===== config.mk =====
export PLATFORM = sky130hd
export DESIGN_NAME = key_matrix_tracker_with_modes_top_flat
export DESIGN_NICKNAME = d
export VERILOG_FILES = /design/src/rtl/core/kmt_pkg.sv /design/src/rtl/core/kmt_if.sv /design/src/rtl/core/kmt_ram.sv /design/src/rtl/core/key_matrix_tracker_with_modes_top.sv /design/src/flat_wrapper.sv
export SDC_FILE = /design/constraint.sdc
export NUM_CORES = 1
export LEC_CHECK = 0
export ABC_CLOCK_PERIOD_IN_PS = 6280
export BUFFER_PORTS_ARGS = -buffer_cell sky130_fd_sc_hd__buf_2
export CAP_MARGIN = 20
export CORE_UTILIZATION = 55
export CTS_BUF_LIST = sky130_fd_sc_hd__clkbuf_2
export DETAILED_ROUTE_END_ITERATION = 8
export PLACE_DENSITY = 0.75
export SYNTH_ARGS = -nofsm -noshare
export SYNTH_HDL_FRONTEND = slang
export SYNTH_HIERARCHICAL = 1
export SYNTH_SLANG_ARGS = --single-unit

===== constraint.sdc =====
create_clock -name clk -period 6.28 [get_ports clk]
set_clock_uncertainty 0.05 [all_clocks]
set_input_delay 0.314 -clock clk [delete_from_list [all_inputs] [get_ports clk]]
set_output_delay 0.314 -clock clk [all_outputs]
set_load 0.1 [all_outputs]

===== src/rtl/core/kmt_pkg.sv =====
// Shared types, constants and key layout for the key matrix tracker.
// Depends on nothing; kmt_if.sv and the top level use it.
package kmt_pkg;

  // Field widths
  localparam int TIME_W     = 32;
  localparam int MATRIX_W   = 28;
  localparam int DELAY_W    = 16;
  localparam int CODE_W     = 5;
  localparam int CELL_BIT_W = 6;   // bit index of an 8x8 layout
  localparam int POS_W      = 3;   // row or column of an 8x8 layout
  localparam int MODE_W     = 2;

  // Configuration port
  localparam int CFG_IDX_W  = 2;
  localparam int CFG_DATA_W = 16;
  localparam logic [CFG_IDX_W-1:0] REG_DEBOUNCE = 2'd0;
  localparam logic [CFG_IDX_W-1:0] REG_HOLD     = 2'd1;

  localparam logic [DELAY_W-1:0] DEBOUNCE_RST = 16'd10;
  localparam logic [DELAY_W-1:0] HOLD_RST     = 16'd500;

  // Events per scan
  localparam int MAX_EVENTS = 10;
  localparam int EV_CNT_W   = 4;

  // Mode keys and modes
  localparam logic [CODE_W-1:0] KEY_MODE_KEYBOARD = 5'd13;
  localparam logic [CODE_W-1:0] KEY_MODE_JOYSTICK = 5'd14;
  localparam logic [CODE_W-1:0] KEY_MODE_MOUSE    = 5'd15;
  localparam logic [CODE_W-1:0] KEY_NONE          = 5'd0;

  localparam logic [MODE_W-1:0] MODE_KEYBOARD = 2'd0;
  localparam logic [MODE_W-1:0] MODE_JOYSTICK = 2'd1;
  localparam logic [MODE_W-1:0] MODE_MOUSE    = 2'd2;
  localparam logic [MODE_W-1:0] MODE_BAD      = 2'd3;

  typedef enum logic [1:0] {
    ST_IDLE     = 2'd0,
    ST_PRESSED  = 2'd1,
    ST_HELD     = 2'd2,
    ST_RELEASED = 2'd3
  } slot_state_t;

  typedef enum logic [1:0] {
    EV_PRESS    = 2'd0,
    EV_RELEASE  = 2'd1,
    EV_RESELECT = 2'd2,
    EV_SWITCH   = 2'd3
  } event_kind_t;

  // One tracked key, as held in the slot memory
  typedef struct packed {
    logic [CODE_W-1:0] code;
    slot_state_t       state;
    logic [TIME_W-1:0] press_time;
  } slot_rec_t;

  typedef struct packed {
    logic [POS_W-1:0] row;
    logic [POS_W-1:0] col;
  } cell_pos_t;

  // Key code of each matrix cell, zero where no key sits
  localparam logic [CODE_W-1:0] CELL_CODE [8][8] = '{
    '{5'd0,  5'd9,  5'd5, 5'd1, 5'd17, 5'd16, 5'd0,  5'd0},
    '{5'd13, 5'd10, 5'd6, 5'd2, 5'd20, 5'd19, 5'd18, 5'd0},
    '{5'd14, 5'd11, 5'd7, 5'd3, 5'd23, 5'd22, 5'd21, 5'd0},
    '{5'd15, 5'd12, 5'd8, 5'd4, 5'd25, 5'd24, 5'd0,  5'd0},
    '{5'd0,  5'd0,  5'd0, 5'd0, 5'd0,  5'd0,  5'd0,  5'd0},
    '{5'd0,  5'd0,  5'd0, 5'd0, 5'd0,  5'd0,  5'd0,  5'd0},
    '{5'd0,  5'd0,  5'd0, 5'd0, 5'd0,  5'd0,  5'd0,  5'd0},
    '{5'd0,  5'd0,  5'd0, 5'd0, 5'd0,  5'd0,  5'd0,  5'd0}
  };

  function automatic logic [CODE_W-1:0] cell_code(input logic [POS_W-1:0] row,
                                                  input logic [POS_W-1:0] col);
    return CELL_CODE[row][col];
  endfunction

  // Inverse of the layout: where a key code sits
  function automatic cell_pos_t code_pos(input logic [CODE_W-1:0] code);
    cell_pos_t p;
    case (code)
      5'd1:    p = '{3'd0, 3'd3};
      5'd2:    p = '{3'd1, 3'd3};
      5'd3:    p = '{3'd2, 3'd3};
      5'd4:    p = '{3'd3, 3'd3};
      5'd5:    p = '{3'd0, 3'd2};
      5'd6:    p = '{3'd1, 3'd2};
      5'd7:    p = '{3'd2, 3'd2};
      5'd8:    p = '{3'd3, 3'd2};
      5'd9:    p = '{3'd0, 3'd1};
      5'd10:   p = '{3'd1, 3'd1};
      5'd11:   p = '{3'd2, 3'd1};
      5'd12:   p = '{3'd3, 3'd1};
      5'd13:   p = '{3'd1, 3'd0};
      5'd14:   p = '{3'd2, 3'd0};
      5'd15:   p = '{3'd3, 3'd0};
      5'd16:   p = '{3'd0, 3'd5};
      5'd17:   p = '{3'd0, 3'd4};
      5'd18:   p = '{3'd1, 3'd6};
      5'd19:   p = '{3'd1, 3'd5};
      5'd20:   p = '{3'd1, 3'd4};
      5'd21:   p = '{3'd2, 3'd6};
      5'd22:   p = '{3'd2, 3'd5};
      5'd23:   p = '{3'd2, 3'd4};
      5'd24:   p = '{3'd3, 3'd5};
      5'd25:   p = '{3'd3, 3'd4};
      default: p = '{3'd0, 3'd0};
    endcase
    return p;
  endfunction

  function automatic logic is_mode_key(input logic [CODE_W-1:0] code);
    return (code == KEY_MODE_KEYBOARD) || (code == KEY_MODE_JOYSTICK) ||
           (code == KEY_MODE_MOUSE);
  endfunction

endpackage


===== src/rtl/core/kmt_if.sv =====
// Channel interfaces of the key matrix tracker: scan input, event output
// and configuration writes. Depends on kmt_pkg for field widths.
interface kmt_in_if;
  logic                          valid;
  logic                          ready;
  logic [kmt_pkg::TIME_W-1:0]    time_ms;
  logic [kmt_pkg::MATRIX_W-1:0]  key_matrix;

  modport source (output valid, time_ms, key_matrix, input ready);
  modport sink   (input valid, time_ms, key_matrix, output ready);
endinterface

interface kmt_out_if;
  logic                        valid;
  logic                        ready;
  logic [1:0]                  event_kind;
  logic [kmt_pkg::CODE_W-1:0]  ev_code;
  logic                        is_held;
  logic [kmt_pkg::MODE_W-1:0]  old_mode;
  logic [kmt_pkg::MODE_W-1:0]  new_mode;
  logic                        last_event;

  modport source (output valid, event_kind, ev_code, is_held, old_mode, new_mode,
                  last_event, input ready);
  modport sink   (input valid, event_kind, ev_code, is_held, old_mode, new_mode,
                  last_event, output ready);
endinterface

interface kmt_cfg_if;
  logic                            valid;
  logic                            ready;
  logic [kmt_pkg::CFG_IDX_W-1:0]   reg_index;
  logic [kmt_pkg::CFG_DATA_W-1:0]  wdata;

  modport source (output valid, reg_index, wdata, input ready);
  modport sink   (input valid, reg_index, wdata, output ready);
endinterface


===== src/rtl/core/kmt_ram.sv =====
// Generic single-clock RAM: one write port, one read port, registered read.
// No dependencies.
module kmt_ram #(
  parameter int WIDTH = 8,
  parameter int DEPTH = 16
) (
  input  logic                                   clk,
  input  logic                                   wr_en,
  input  logic [((DEPTH > 1) ? $clog2(DEPTH) : 1)-1:0] wr_addr,
  input  logic [WIDTH-1:0]                       wr_data,
  input  logic                                   rd_en,
  input  logic [((DEPTH > 1) ? $clog2(DEPTH) : 1)-1:0] rd_addr,
  output logic [WIDTH-1:0]                       rd_data
);

  logic [WIDTH-1:0] mem [DEPTH];

  // Write port
  always_ff @(posedge clk) begin
    if (wr_en) begin
      mem[wr_addr] <= wr_data;
    end
  end

  // Registered read port
  always_ff @(posedge clk) begin
    if (rd_en) begin
      rd_data <= mem[rd_addr];
    end
  end

endmodule


===== src/rtl/core/key_matrix_tracker_with_modes_top.sv =====
// Key matrix tracker top level: debounce gate, slot update sweep, matrix walk
// and event emission. Depends on kmt_pkg, kmt_if.sv and kmt_ram.
//
//   channel  dir  handshake          payload
//   in_ch    in   valid / ready      time_ms[31:0], key_matrix[27:0]
//   out_ch   out  valid / ready      event_kind, ev_code, is_held, old_mode,
//                                    new_mode, last_event
//   cfg_ch   in   valid / ready (=1) reg_index[1:0], wdata[15:0]
//
// One scan at a time. A scan inside the debounce window is accepted and dropped.
// A processed scan reads, modifies and writes back each slot in turn through
// the single slot RAM, walks the matrix one cell per cycle, then emits each
// event by RAM read, format and output register, waiting out any output stall.
// Reset is synchronous; slot memory contents need no clearing as each slot
// carries a used bit in flops. out_ch stalls freeze the sequencer.
module key_matrix_tracker_with_modes_top #(
  parameter int LIST_SLOTS = 10,
  parameter int ROWS       = 4,
  parameter int COLS       = 7
) (
  input  logic      clk,
  input  logic      rst_n,
  kmt_in_if.sink    in_ch,
  kmt_out_if.source out_ch,
  kmt_cfg_if.sink   cfg_ch
);
  import kmt_pkg::*;

  localparam int SLOT_W = (LIST_SLOTS > 1) ? $clog2(LIST_SLOTS) : 1;
  localparam int ROW_W  = (ROWS > 1) ? $clog2(ROWS) : 1;
  localparam int COL_W  = (COLS > 1) ? $clog2(COLS) : 1;
  localparam int REC_W  = $bits(slot_rec_t);

  typedef enum logic [2:0] {
    S_IDLE,
    S_A_RD,
    S_A_WB,
    S_B,
    S_DECIDE,
    S_C_RD,
    S_C_EV,
    S_C_OUT
  } fsm_t;

  fsm_t                   state_r;
  logic [DELAY_W-1:0]     debounce_r;
  logic [DELAY_W-1:0]     hold_r;
  logic [TIME_W-1:0]      last_scan_r;
  logic [TIME_W-1:0]      now_r;
  logic [MATRIX_W-1:0]    matrix_r;
  logic [LIST_SLOTS-1:0]  used_r;
  logic [LIST_SLOTS-1:0]  changed_r;
  logic [LIST_SLOTS-1:0]  ev_r;
  logic [LIST_SLOTS-1:0]  pend_r;
  logic [(1<<CODE_W)-1:0] claimed_r;
  logic [SLOT_W-1:0]      slot_r;
  logic [ROW_W-1:0]       row_r;
  logic [COL_W-1:0]       col_r;
  logic [CELL_BIT_W-1:0]  bit_r;
  logic [SLOT_W-1:0]      cidx_r;
  logic [EV_CNT_W-1:0]    ev_cnt_r;
  logic [MODE_W-1:0]      mode_r;
  logic                   out_valid_r;
  event_kind_t            out_kind_r;
  logic [CODE_W-1:0]      out_code_r;
  logic                   out_held_r;
  logic [MODE_W-1:0]      out_old_r;
  logic [MODE_W-1:0]      out_new_r;
  logic                   out_last_r;

  logic                   in_acc;
  logic                   scan_skip;
  logic [TIME_W-1:0]      since_scan;

  // Slot RAM ports
  logic                   ram_we;
  logic [SLOT_W-1:0]      ram_waddr;
  slot_rec_t              ram_wrec;
  logic                   ram_re;
  logic [SLOT_W-1:0]      ram_raddr;
  logic [REC_W-1:0]       ram_rdata;
  slot_rec_t              rec;

  // Slot sweep
  cell_pos_t              a_pos;
  logic [CELL_BIT_W-1:0]  a_bit;
  logic                   a_active;
  logic [TIME_W-1:0]      a_elapsed;
  logic                   a_hold;
  logic                   a_free;
  logic                   a_ch;
  slot_state_t            a_state;
  logic                   a_ev;

  // Matrix walk
  logic [CODE_W-1:0]      b_code;
  logic                   b_active;
  logic                   b_take;
  logic                   free_found;
  logic [SLOT_W-1:0]      free_idx;
  logic                   b_last_cell;

  // Event emission
  logic [SLOT_W-1:0]      pick_idx;
  logic [LIST_SLOTS-1:0]  pend_rest;
  logic                   ev_last;
  event_kind_t            e_kind;
  logic                   e_held;
  logic [MODE_W-1:0]      e_new;
  logic [MODE_W-1:0]      e_target;

  assign in_acc       = in_ch.valid && in_ch.ready;
  assign in_ch.ready  = (state_r == S_IDLE);
  assign cfg_ch.ready = 1'b1;

  // Debounce gate
  assign since_scan = in_ch.time_ms - last_scan_r;
  assign scan_skip  = (since_scan <= TIME_W'(debounce_r));

  assign rec = ram_rdata;

  // Slot sweep: free idle slots, advance the others
  always_comb begin
    a_pos     = code_pos(rec.code);
    a_bit     = (CELL_BIT_W'(a_pos.row) * CELL_BIT_W'(COLS)) + CELL_BIT_W'(a_pos.col);
    a_active  = (a_bit < CELL_BIT_W'(MATRIX_W)) && matrix_r[a_bit[4:0]];
    a_elapsed = now_r - rec.press_time;
    a_hold    = (a_elapsed > TIME_W'(hold_r));
    a_free    = 1'b0;
    a_ch      = 1'b0;
    a_state   = rec.state;
    case (rec.state)
      ST_IDLE: begin
        a_free = 1'b1;
      end
      ST_PRESSED: begin
        if (a_hold) begin
          a_state = ST_HELD;
          a_ch    = 1'b1;
        end else if (!a_active) begin
          a_state = ST_RELEASED;
          a_ch    = 1'b1;
        end
      end
      ST_HELD: begin
        if (!a_active) begin
          a_state = ST_RELEASED;
          a_ch    = 1'b1;
        end
      end
      default: begin
        a_state = ST_IDLE;
        a_ch    = 1'b1;
      end
    endcase
    a_ev = (a_state == ST_RELEASED) ||
           (((a_state == ST_PRESSED) || (a_state == ST_HELD)) && !is_mode_key(rec.code));
  end

  // First free slot
  always_comb begin
    free_found = 1'b0;
    free_idx   = '0;
    for (int i = LIST_SLOTS - 1; i >= 0; i--) begin
      if (!used_r[i]) begin
        free_found = 1'b1;
        free_idx   = SLOT_W'(i);
      end
    end
  end

  // Matrix walk: new keys take a slot
  assign b_code      = cell_code(POS_W'(row_r), POS_W'(col_r));
  assign b_active    = (bit_r < CELL_BIT_W'(MATRIX_W)) && matrix_r[bit_r[4:0]];
  assign b_take      = (b_code != KEY_NONE) && b_active && !claimed_r[b_code] && free_found;
  assign b_last_cell = (row_r == ROW_W'(ROWS - 1)) && (col_r == COL_W'(COLS - 1));

  // Lowest pending event slot
  always_comb begin
    pick_idx = '0;
    for (int i = LIST_SLOTS - 1; i >= 0; i--) begin
      if (pend_r[i]) begin
        pick_idx = SLOT_W'(i);
      end
    end
  end

  always_comb begin
    pend_rest = pend_r;
    pend_rest[cidx_r] = 1'b0;
  end

  assign ev_last = (pend_rest == '0) || (ev_cnt_r == EV_CNT_W'(MAX_EVENTS - 1));

  // Event formatting from the slot read back
  always_comb begin
    e_target = MODE_W'(rec.code - KEY_MODE_KEYBOARD);
    e_held   = 1'b0;
    e_new    = mode_r;
    e_kind   = EV_PRESS;
    case (rec.state)
      ST_RELEASED: begin
        if (is_mode_key(rec.code)) begin
          if (e_target == mode_r) begin
            e_kind = EV_RESELECT;
          end else begin
            e_kind = EV_SWITCH;
            e_new  = e_target;
          end
        end else begin
          e_kind = EV_RELEASE;
        end
      end
      ST_HELD: begin
        e_held = 1'b1;
      end
      default: begin
        e_held = 1'b0;
      end
    endcase
  end

  // Slot RAM access
  always_comb begin
    ram_re    = (state_r == S_A_RD) || (state_r == S_C_RD);
    ram_raddr = (state_r == S_C_RD) ? pick_idx : slot_r;
    if (state_r == S_B) begin
      ram_we    = b_take;
      ram_waddr = free_idx;
      ram_wrec  = '{code: b_code, state: ST_PRESSED, press_time: now_r};
    end else begin
      ram_we    = (state_r == S_A_WB) && used_r[slot_r] && !a_free;
      ram_waddr = slot_r;
      ram_wrec  = '{code: rec.code, state: a_state, press_time: rec.press_time};
    end
  end

  kmt_ram #(
    .WIDTH (REC_W),
    .DEPTH (LIST_SLOTS)
  ) u_slot_ram (
    .clk     (clk),
    .wr_en   (ram_we),
    .wr_addr (ram_waddr),
    .wr_data (ram_wrec),
    .rd_en   (ram_re),
    .rd_addr (ram_raddr),
    .rd_data (ram_rdata)
  );

  // Sequencer, state and registered outputs
  always_ff @(posedge clk) begin
    if (!rst_n) begin
      state_r     <= S_IDLE;
      debounce_r  <= DEBOUNCE_RST;
      hold_r      <= HOLD_RST;
      last_scan_r <= '0;
      used_r      <= '0;
      changed_r   <= '0;
      ev_r        <= '0;
      pend_r      <= '0;
      claimed_r   <= '0;
      slot_r      <= '0;
      row_r       <= '0;
      col_r       <= '0;
      bit_r       <= '0;
      cidx_r      <= '0;
      ev_cnt_r    <= '0;
      mode_r      <= MODE_KEYBOARD;
      out_valid_r <= 1'b0;
    end else begin
      // configuration transaction
      if (cfg_ch.valid) begin
        case (cfg_ch.reg_index)
          REG_DEBOUNCE: debounce_r <= cfg_ch.wdata;
          REG_HOLD:     hold_r     <= cfg_ch.wdata;
          default:      ;
        endcase
      end

      case (state_r)
        S_IDLE: begin
          if (in_acc) begin
            now_r    <= in_ch.time_ms;
            matrix_r <= in_ch.key_matrix;
            if (!scan_skip) begin
              last_scan_r <= in_ch.time_ms;
              claimed_r   <= '0;
              slot_r      <= '0;
              state_r     <= S_A_RD;
            end
          end
        end
        S_A_RD: begin
          state_r <= S_A_WB;
        end
        S_A_WB: begin
          if (used_r[slot_r]) begin
            if (a_free) begin
              used_r[slot_r]    <= 1'b0;
              changed_r[slot_r] <= 1'b0;
              ev_r[slot_r]      <= 1'b0;
            end else begin
              changed_r[slot_r]   <= a_ch;
              ev_r[slot_r]        <= a_ev;
              claimed_r[rec.code] <= 1'b1;
            end
          end
          if (slot_r == SLOT_W'(LIST_SLOTS - 1)) begin
            row_r   <= '0;
            col_r   <= '0;
            bit_r   <= '0;
            state_r <= S_B;
          end else begin
            slot_r  <= slot_r + 1'b1;
            state_r <= S_A_RD;
          end
        end
        S_B: begin
          if (b_take) begin
            used_r[free_idx]    <= 1'b1;
            changed_r[free_idx] <= 1'b1;
            ev_r[free_idx]      <= !is_mode_key(b_code);
          end
          bit_r <= bit_r + 1'b1;
          if (col_r == COL_W'(COLS - 1)) begin
            col_r <= '0;
            row_r <= row_r + 1'b1;
          end else begin
            col_r <= col_r + 1'b1;
          end
          if (b_last_cell) begin
            state_r <= S_DECIDE;
          end
        end
        S_DECIDE: begin
          ev_cnt_r <= '0;
          if ((|changed_r) && (|ev_r)) begin
            pend_r  <= ev_r;
            state_r <= S_C_RD;
          end else begin
            state_r <= S_IDLE;
          end
        end
        S_C_RD: begin
          cidx_r  <= pick_idx;
          state_r <= S_C_EV;
        end
        S_C_EV: begin
          out_valid_r    <= 1'b1;
          out_kind_r     <= e_kind;
          out_code_r     <= rec.code;
          out_held_r     <= e_held;
          out_old_r      <= mode_r;
          out_new_r      <= e_new;
          out_last_r     <= ev_last;
          mode_r         <= e_new;
          pend_r[cidx_r] <= 1'b0;
          ev_cnt_r       <= ev_cnt_r + 1'b1;
          state_r        <= S_C_OUT;
        end
        S_C_OUT: begin
          if (out_ch.ready) begin
            out_valid_r <= 1'b0;
            if (out_last_r) begin
              pend_r  <= '0;
              state_r <= S_IDLE;
            end else begin
              state_r <= S_C_RD;
            end
          end
        end
        default: begin
          state_r <= S_IDLE;
        end
      endcase
    end
  end

  assign out_ch.valid      = out_valid_r;
  assign out_ch.event_kind = out_kind_r;
  assign out_ch.ev_code    = out_code_r;
  assign out_ch.is_held    = out_held_r;
  assign out_ch.old_mode   = out_old_r;
  assign out_ch.new_mode   = out_new_r;
  assign out_ch.last_event = out_last_r;

  // Checks
  a_ev_in_used: assert property (@(posedge clk) disable iff (!rst_n)
    (ev_r & ~used_r) == '0)
    else $error("event flag on a free slot");

  a_chg_in_used: assert property (@(posedge clk) disable iff (!rst_n)
    (changed_r & ~used_r) == '0)
    else $error("change flag on a free slot");

  a_pend_in_ev: assert property (@(posedge clk) disable iff (!rst_n)
    (pend_r & ~ev_r) == '0)
    else $error("pending event on a slot without event");

  a_mode_legal: assert property (@(posedge clk) disable iff (!rst_n)
    mode_r != MODE_BAD)
    else $error("mode register out of range");

  a_no_overlap: assert property (@(posedge clk) disable iff (!rst_n)
    !(in_ch.ready && out_ch.valid))
    else $error("input taken while an event is outstanding");

  a_ev_cap: assert property (@(posedge clk) disable iff (!rst_n)
    out_ch.valid && (ev_cnt_r == EV_CNT_W'(MAX_EVENTS)) |-> out_ch.last_event)
    else $error("event count beyond cap without last flag");

endmodule

===== src/flat_wrapper.sv =====
// flat-port wrapper written by rule: the top's interface ports become plain ports
module key_matrix_tracker_with_modes_top_flat import kmt_pkg::*;
#(
  parameter int LIST_SLOTS = 10,
  parameter int ROWS       = 4,
  parameter int COLS       = 7
)
  (clk, rst_n, in_ch_valid, in_ch_time_ms, in_ch_key_matrix, in_ch_ready, out_ch_valid, out_ch_event_kind, out_ch_ev_code, out_ch_is_held, out_ch_old_mode, out_ch_new_mode, out_ch_last_event, out_ch_ready, cfg_ch_valid, cfg_ch_reg_index, cfg_ch_wdata, cfg_ch_ready);
  kmt_in_if in_ch_i ();
  kmt_out_if out_ch_i ();
  kmt_cfg_if cfg_ch_i ();
  input  logic clk;
  input  logic rst_n;
  input wire logic [$bits(in_ch_i.valid)-1:0] in_ch_valid;
  input wire logic [$bits(in_ch_i.time_ms)-1:0] in_ch_time_ms;
  input wire logic [$bits(in_ch_i.key_matrix)-1:0] in_ch_key_matrix;
  output wire logic [$bits(in_ch_i.ready)-1:0] in_ch_ready;
  output wire logic [$bits(out_ch_i.valid)-1:0] out_ch_valid;
  output wire logic [$bits(out_ch_i.event_kind)-1:0] out_ch_event_kind;
  output wire logic [$bits(out_ch_i.ev_code)-1:0] out_ch_ev_code;
  output wire logic [$bits(out_ch_i.is_held)-1:0] out_ch_is_held;
  output wire logic [$bits(out_ch_i.old_mode)-1:0] out_ch_old_mode;
  output wire logic [$bits(out_ch_i.new_mode)-1:0] out_ch_new_mode;
  output wire logic [$bits(out_ch_i.last_event)-1:0] out_ch_last_event;
  input wire logic [$bits(out_ch_i.ready)-1:0] out_ch_ready;
  input wire logic [$bits(cfg_ch_i.valid)-1:0] cfg_ch_valid;
  input wire logic [$bits(cfg_ch_i.reg_index)-1:0] cfg_ch_reg_index;
  input wire logic [$bits(cfg_ch_i.wdata)-1:0] cfg_ch_wdata;
  output wire logic [$bits(cfg_ch_i.ready)-1:0] cfg_ch_ready;
  assign in_ch_i.valid = in_ch_valid;
  assign in_ch_i.time_ms = in_ch_time_ms;
  assign in_ch_i.key_matrix = in_ch_key_matrix;
  assign in_ch_ready = in_ch_i.ready;
  assign out_ch_valid = out_ch_i.valid;
  assign out_ch_event_kind = out_ch_i.event_kind;
  assign out_ch_ev_code = out_ch_i.ev_code;
  assign out_ch_is_held = out_ch_i.is_held;
  assign out_ch_old_mode = out_ch_i.old_mode;
  assign out_ch_new_mode = out_ch_i.new_mode;
  assign out_ch_last_event = out_ch_i.last_event;
  assign out_ch_i.ready = out_ch_ready;
  assign cfg_ch_i.valid = cfg_ch_valid;
  assign cfg_ch_i.reg_index = cfg_ch_reg_index;
  assign cfg_ch_i.wdata = cfg_ch_wdata;
  assign cfg_ch_ready = cfg_ch_i.ready;
  key_matrix_tracker_with_modes_top #(.LIST_SLOTS(LIST_SLOTS), .ROWS(ROWS), .COLS(COLS)) u_core (.clk(clk), .rst_n(rst_n), .in_ch(in_ch_i), .out_ch(out_ch_i), .cfg_ch(cfg_ch_i));
endmodule

==> results_dict.tcl, run 1 <==
set metrics [dict create \
    status "finished, final reports clean" \
    synthFlopType "edfxtp_1" \
    ys_seq_area_share_pct 54.9 \
    multi_input_area_um2 14000 \
    drt_drc_violations_left 0 \
    die_w_um 249 \
    start_util_pct 55.5 \
    overflow 0 \
    min_path_type "input port to register" \
    clkLatencyLatePin_ps 1490 \
    cts.clk_slew.worst_paths_ps 130 \
    maxCapViolCount 0 \
    cts_tree "built" \
    avgSynthCellArea_um2 11.4 \
    slew_headroom_pct 19.9 \
    chipHeight_um 249 \
    finalHoldViolCount 0 \
    ioPinCount 99 \
    startpoint_type "register" \
    clkSinkCount 666 \
    numCtsBuffers 167 \
    synth_area_um2 33400 \
    worstPathMaxFanout 10 \
    grt_max_degree 119 \
    r2r_slack_ps 250 \
    r2r-end "u_core/ev_r[8]" \
    wl_per_cell_um 22.0 \
    io_buffers 97 \
    timing.hold.ws_ps 116 \
    antenna_found_initial 5 \
    num_rows 90 \
    ys_seq_elements 666 \
    worst_slew_pin_slew_ps 1190 \
    rr_worst_depth 28 \
    place_congestion 0.963 \
    dp_hpwl_um 55000 \
    vias 25816 \
    drt-total-wl_um 92800 \
    cp_slowest_cell "edfxtp_1" \
    grt_pass1_vias 25604 \
    fin_ws_ps 255 \
    critical_path.most_common_cell "ha_1" \
    synth_cells 2945 \
    final_cells 4213 \
    htreeDepth 4 \
    yosysUniqueCellTypes 95 \
    grt_pass1_wl_um 142000 \
    placed_cells 3697 \
    drtIter0Drc 2584 \
    setup_viol 0 \
    vias_per_cell 6.13 \
    grtUsageTotal_pct 29.9 \
    min_to "u_core/matrix_r[23]" \
    fillers 4583 \
    power_density_nw_per_um2 243 \
    area_delta_synth_final_pct 14.3 \
    crit_start "u_core/u_slot_ram/rd_data[35]" \
    synth_edf_count 502 \
    post-place-ws_ps 41.9 \
    r2r_start "u_core/u_slot_ram/rd_data[35]" \
    core_area_um2 60200 \
    period_minus_slack_ps 6030 \
    finalNetCount 3497 \
    drive_above_1_share_pct 17.5 \
    worstHoldStart "in_ch_key_matrix[23]" \
    worstPathBufferInverterCount 2 \
    slew_viol_final 0 \
    crit_type "register to register" \
    end_kind "register" \
    ys.warnings.count 6 \
    syn_nets 3151 \
    crit_family "adder cells" \
    crit_required_ps 7550 \
    fmax_mhz 166 \
    clock_path_buffers 3 \
    first_pass_iters 8 \
    synthArstFlopShare_pct 0 \
    final_antenna_net_count 0 \
    die_area_um2 61800 \
    critPathArrivalTime_ps 7290 \
    seqCellArea_um2 18400 \
    cpPeakStageDelay_ps 540 \
    post-route-period-util_pct 95.9 \
    cts_root_buf "clkbuf_2" \
    peakVddDrop_mv 0.225 \
    min_path_cells 3 \
    leakage_nw 13.6 \
    p_total_mw 9.30 \
]
## Yosys cell counts (24+ instances only)
cell type / n / area (um^2)
o22ai_1: 52 / 325
o21ai_0: 135 / 676
a21oi_1: 205 / 1030
ha_1: 120 / 1500
and3_1: 43 / 269
clkbuf_1: 106 / 398
dfxtp_1: 164 / 3280
nor3_1: 34 / 170
mux2i_1: 97 / 971
a21o_1: 24 / 180
a22o_1: 40 / 350
o31ai_2: 35 / 438
o21a_1: 91 / 683
nor2_1: 154 / 578
nand4_1: 24 / 150
edfxtp_1: 502 / 15100
inv_1: 131 / 492
mux2_2: 84 / 946
nand3_1: 67 / 335
nor2b_1: 27 / 169
a31oi_1: 38 / 238
buf_2: 29 / 145
xor2_1: 27 / 236
mux2_1: 39 / 439
xnor2_1: 26 / 228
nand2_1: 330 / 1240
## registers in the layout, indices dropped and copies added (netlist names), 2 cells and up
name and cells:
u_core/debounce_r 16, u_core/cidx_r 4, u_core/state_r 3, u_core/ev_r 10
u_core/out_ch.ev_code 5, u_core/col_r 3, u_core/claimed_r 31, u_core/u_slot_ram/mem 390
u_core/hold_r 16, u_core/now_r 32, u_core/out_ch.new_mode 2, u_core/bit_r 6
u_core/matrix_r 28, u_core/out_ch.old_mode 2, u_core/ev_cnt_r 4, u_core/used_r 10
u_core/pend_r 10, u_core/mode_r 2, u_core/u_slot_ram/rd_data 39, u_core/out_ch.event_kind 2
u_core/last_scan_r 32, u_core/row_r 2, u_core/changed_r 10, u_core/slot_r 4
## stage by stage
step | instance area (um^2) | setup TNS (ps) | util (%)
after floorplan | 33400 | 0 | -
after global placement | 34500 | 0 | 57.3
after detailed placement | 34500 | 0 | 57.3
after CTS | 38100 | 0 | 63.2
after global routing | 38200 | -126 | 63.4
final | 38200 | 0 | 63.4
## how the worst max path moves through the flow
stage	endpoint	slack, ps	cells past startpoint
2_1_floorplan	u_core/u_slot_ram/mem[0][0]	90	11
3_3_place_gp	u_core/ev_r[5]	330	27
3_5_place_dp	u_core/ev_r[8]	40	27
4_1_cts	u_core/ev_r[8]	90	28
5_1_grt	u_core/ev_r[8]	-50	28
6_report	u_core/ev_r[8]	250	28
## per-layer routing
| metal | track usage, % | part of all wire (%) | up-vias |
|---|---|---|---|
| met5 | 0 | 0 | - |
| met4 | 17.9 | 5.2 | 0 |
| met3 | 5.87 | 7.3 | 329 |
| met2 | 49.0 | 48 | 1254 |
| met1 | 36.8 | 39 | 12430 |
| li1 | - | - | 11803 |
## cells by family (layout without fill, tap and decap cells)
logic type / after synthesis / count (layout) / synth area share, %
other: 1 / 11 / 0.0112
buffers and inverters: 296 / 772 / 3.87
AO/OA/AOI/OAI: 774 / 774 / 15.5
XOR/XNOR: 53 / 53 / 1.39
multiplexers: 240 / 240 / 8.40
flip-flops: 666 / 666 / 54.9
adder cells (fa/ha/maj): 124 / 124 / 4.70
AND/OR/NAND/NOR: 791 / 791 / 11.2
## worst min-delay path: stages
cell and delay [ps]:
dlygate4sd3_1 520, buf_2 90, dlygate4sd3_1 540
## layout by cell type (no fill, tap or decap), types with 23 or more instances in the layout
master / n
buf_4: 40
nor2b_1: 25
buf_2: 97
mux2i_1: 97
o31ai_2: 35
and3_1: 42
nand2_1: 327
o22ai_1: 52
mux2_2: 84
inv_1: 131
a22o_1: 40
dlygate4sd3_1: 197
nor2_1: 145
xor2_1: 26
xnor2_1: 26
edfxtp_1: 502
nor3_1: 30
o21a_1: 91
o21ai_0: 133
ha_1: 118
a21oi_1: 205
clkinv_1: 43
o211ai_1: 23
dfxtp_1: 164
a31oi_1: 37
a21o_1: 24
nand3_1: 66
nand4_1: 24
mux2_1: 39
clkbuf_2: 239
## what timing repair did
item / CTS / global route
gates resized for setup: 0 / 13
setup buffers: 1 / 4
endpoints found under the setup margin: 2 / 10
endpoints found under the hold margin: 255 / 0
hold buffers: 197 / 0
gates cloned: 0 / 0
pin swaps: 1 / 3
## cell type report
type,count,share of cell area (%)
diodes,10,0.0655
clock buffers,239,3.13
clock inverters,60,0.972
inverters,132,1.30
multi-input cells,1983,36.5
flip-flops and latches,666,48.0
well taps,782,2.56
repair buffers,341,7.42
## power by group
part           leakage [nW]  internal, mW  total (mW)  switching, mW
Clock                  1.16          1.18        3.00           1.82
Combinational          6.56         0.586        1.43          0.842
Sequential             5.87          4.83        4.88         0.0507
(Power assumes the default switching activity.)
==> inputs of run 2 (changes only) <==
Settings changed: ABC_CLOCK_PERIOD_IN_PS 6280 to 5300.
Clock period 6.28 ns to 5.3 ns, I/O delays scaled along.
==> results_dict.tcl, run 2 (synthesized netlist as in run 1, its figures left out) <==
set metrics [dict create \
    status "finished, violations left" \
    violations "negative setup slack" \
    clkLatencyLatePin_ps 1410 \
    maxCapViolCount 0 \
    fillers 4365 \
    worstHoldStart "in_ch_valid" \
    comb_power_share_pct 17.7 \
    ioPinCount 99 \
    top_regs "u_core/u_slot_ram/mem x390, u_core/u_slot_ram/rd_data x39" \
    finalHoldViolCount 0 \
    leakage_nw 14.2 \
    final_antenna_net_count 0 \
    slew_headroom_pct 22.5 \
    clock_path_buffers 3 \
    num_rows 90 \
    final_common_cell "edfxtp_1" \
    first_pass_iters 7 \
    drt_drc_violations_left 0 \
    worstPathMaxFanout 5 \
    chipHeight_um 249 \
    place_congestion 0.941 \
    drt-total-wl_um 95900 \
    crit_type "register to register" \
    rsz0062_at_grt "yes" \
    grt_max_degree 77 \
    grt_pass1_wl_um 145000 \
    power_density_nw_per_um2 284 \
    area_delta_synth_final_pct 18.1 \
    post-route-period-util_pct 108 \
    post-place-ws_ps -783 \
    start_util_pct 55.5 \
    crit_required_ps 6550 \
    largest_register_ffs 390 \
    cts_tree "built" \
    peakVddDrop_mv 0.216 \
    io_buffers 97 \
    clkSinkCount 666 \
    setup_viol 29 \
    rr_worst_depth 35 \
    drive_above_1_share_pct 20.5 \
    switchingPower_mw 3.31 \
    p_clk_share_pct 30.8 \
    overflow 0 \
    registers.top_by_ff_count "u_core/u_slot_ram/mem" \
    htreeDepth 4 \
    vias 26685 \
    cts_root_buf "clkbuf_2" \
    p_total_mw 11.2 \
    r2r_start "u_core/now_r[2]" \
    dp_hpwl_um 55900 \
    fin_util_pct 65.5 \
    antenna_found_initial 8 \
    slew_viol_final 0 \
    fin_ws_ps -406 \
    cpPeakStageDelay_ps 430 \
    grtUsageTotal_pct 30.4 \
    numCtsBuffers 165 \
    worst_slew_pin_slew_ps 1150 \
    critical_path.most_common_cell "o21ai_1" \
    fmax_mhz 175 \
    cts.clk_slew.worst_paths_ps 110 \
    p_int_mw 7.89 \
    cp_slowest_cell "edfxtp_1" \
    r2r-end "u_core/ev_r[0]" \
    wl_per_cell_um 22.2 \
    vias_per_cell 6.18 \
    grt_pass1_vias 26305 \
    drtIter0Drc 2804 \
    switching_share_pct 29.6 \
    end_kind "register" \
    r2r_slack_ps -410 \
    placed_area_um2 35200 \
    die_area_um2 61800 \
    period_minus_slack_ps 5710 \
    die_w_um 249 \
    mostFrequentLayoutCells "502 x edfxtp_1, 325 x nand2_1, 235 x clkbuf_2" \
    min_path_cells 5 \
    min_to "u_core/slot_r[2]" \
    critPathArrivalTime_ps 6950 \
    design_area_um2 39500 \
    multi_input_area_um2 14200 \
    startpoint_type "register" \
    finalNetCount 3605 \
    core_area_um2 60200 \
    p_seq_share_pct 51.5 \
    seqCellArea_um2 18400 \
    min_path_type "input port to register" \
]
## run 2: layout make-up
class                   count  area share [%]
well taps                 782            2.48
repair buffers            451            9.96
clock buffers             235            2.98
clock inverters            62           0.824
diodes                      9          0.0571
multi-input cells        1983            35.9
flip-flops and latches    666            46.5
inverters                 132            1.26
## run 2: critical path, delay by kind of cell, from the launching register on
kind | cells | cell delay, ps
adders and majority gates | 3 | 890
DFF | 1 | 430
AOI/OAI and AO/OA | 13 | 2010
buffers and inverters | 5 | 720
and+or+nand+nor | 13 | 1400
xor gates and xnor gates | 1 | 140
## run 2: stage by stage
| step | hold slack (ps) | setup TNS, ps | std cells |
|---|---|---|---|
| 2_1_floorplan | 314 | 0 | 2945 |
| 3_3_place_gp | 391 | -3680 | 3766 |
| 3_5_place_dp | 394 | -10010 | 3767 |
| 4_1_cts | 2.45 | -2900 | 4290 |
| 5_1_grt | -7.11 | -15210 | 4320 |
| 6_report | 58.6 | -4200 | 4320 |
## run 2: worst max path at each step
stage | from | to | slack, ps | cells after the start
floorplan | u_core/u_slot_ram/rd_data[38] | u_core/ev_r[5] | 20 | 27
global placement | u_core/now_r[0] | u_core/ev_r[6] | -390 | 35
detailed placement | u_core/now_r[0] | u_core/ev_r[0] | -780 | 35
global route | u_core/now_r[2] | u_core/ev_r[8] | -650 | 34
CTS | u_core/u_slot_ram/rd_data[35] | u_core/ev_r[8] | -310 | 29
finish | u_core/now_r[2] | u_core/ev_r[0] | -410 | 35
## run 2: power by group through the flow
| stage | clock network (mW) | registers, mW | logic (mW) |
|---|---|---|---|
| finish | 3.45 | 5.77 | 1.99 |
| global route | 3.79 | 5.78 | 2.12 |
| CTS | 3.51 | 5.77 | 1.82 |
| detailed placement | 0 | 5.89 | 1.61 |
| global placement | 0 | 5.88 | 1.55 |
| floorplan | 0 | 5.86 | 1.11 |
## run 2: per-layer routing
layer	global-route usage, %	vias to the layer above	routed length (um)
met1	36.4	12804	36400
met2	50.6	1423	46500
met5	0	-	28
met3	6.35	422	7750
met4	18.2	4	5240
li1	-	12032	-
## run 2: timing repair
action | 4_1_cts | 5_1_grt
endpoints found under the setup margin | 22 | 74
endpoints found under the hold margin | 255 | 0
pin swaps | 34 | 39
cloned | 1 | 1
setup buffers | 8 | 12
hold buffers | 217 | 0
resized for setup | 41 | 38
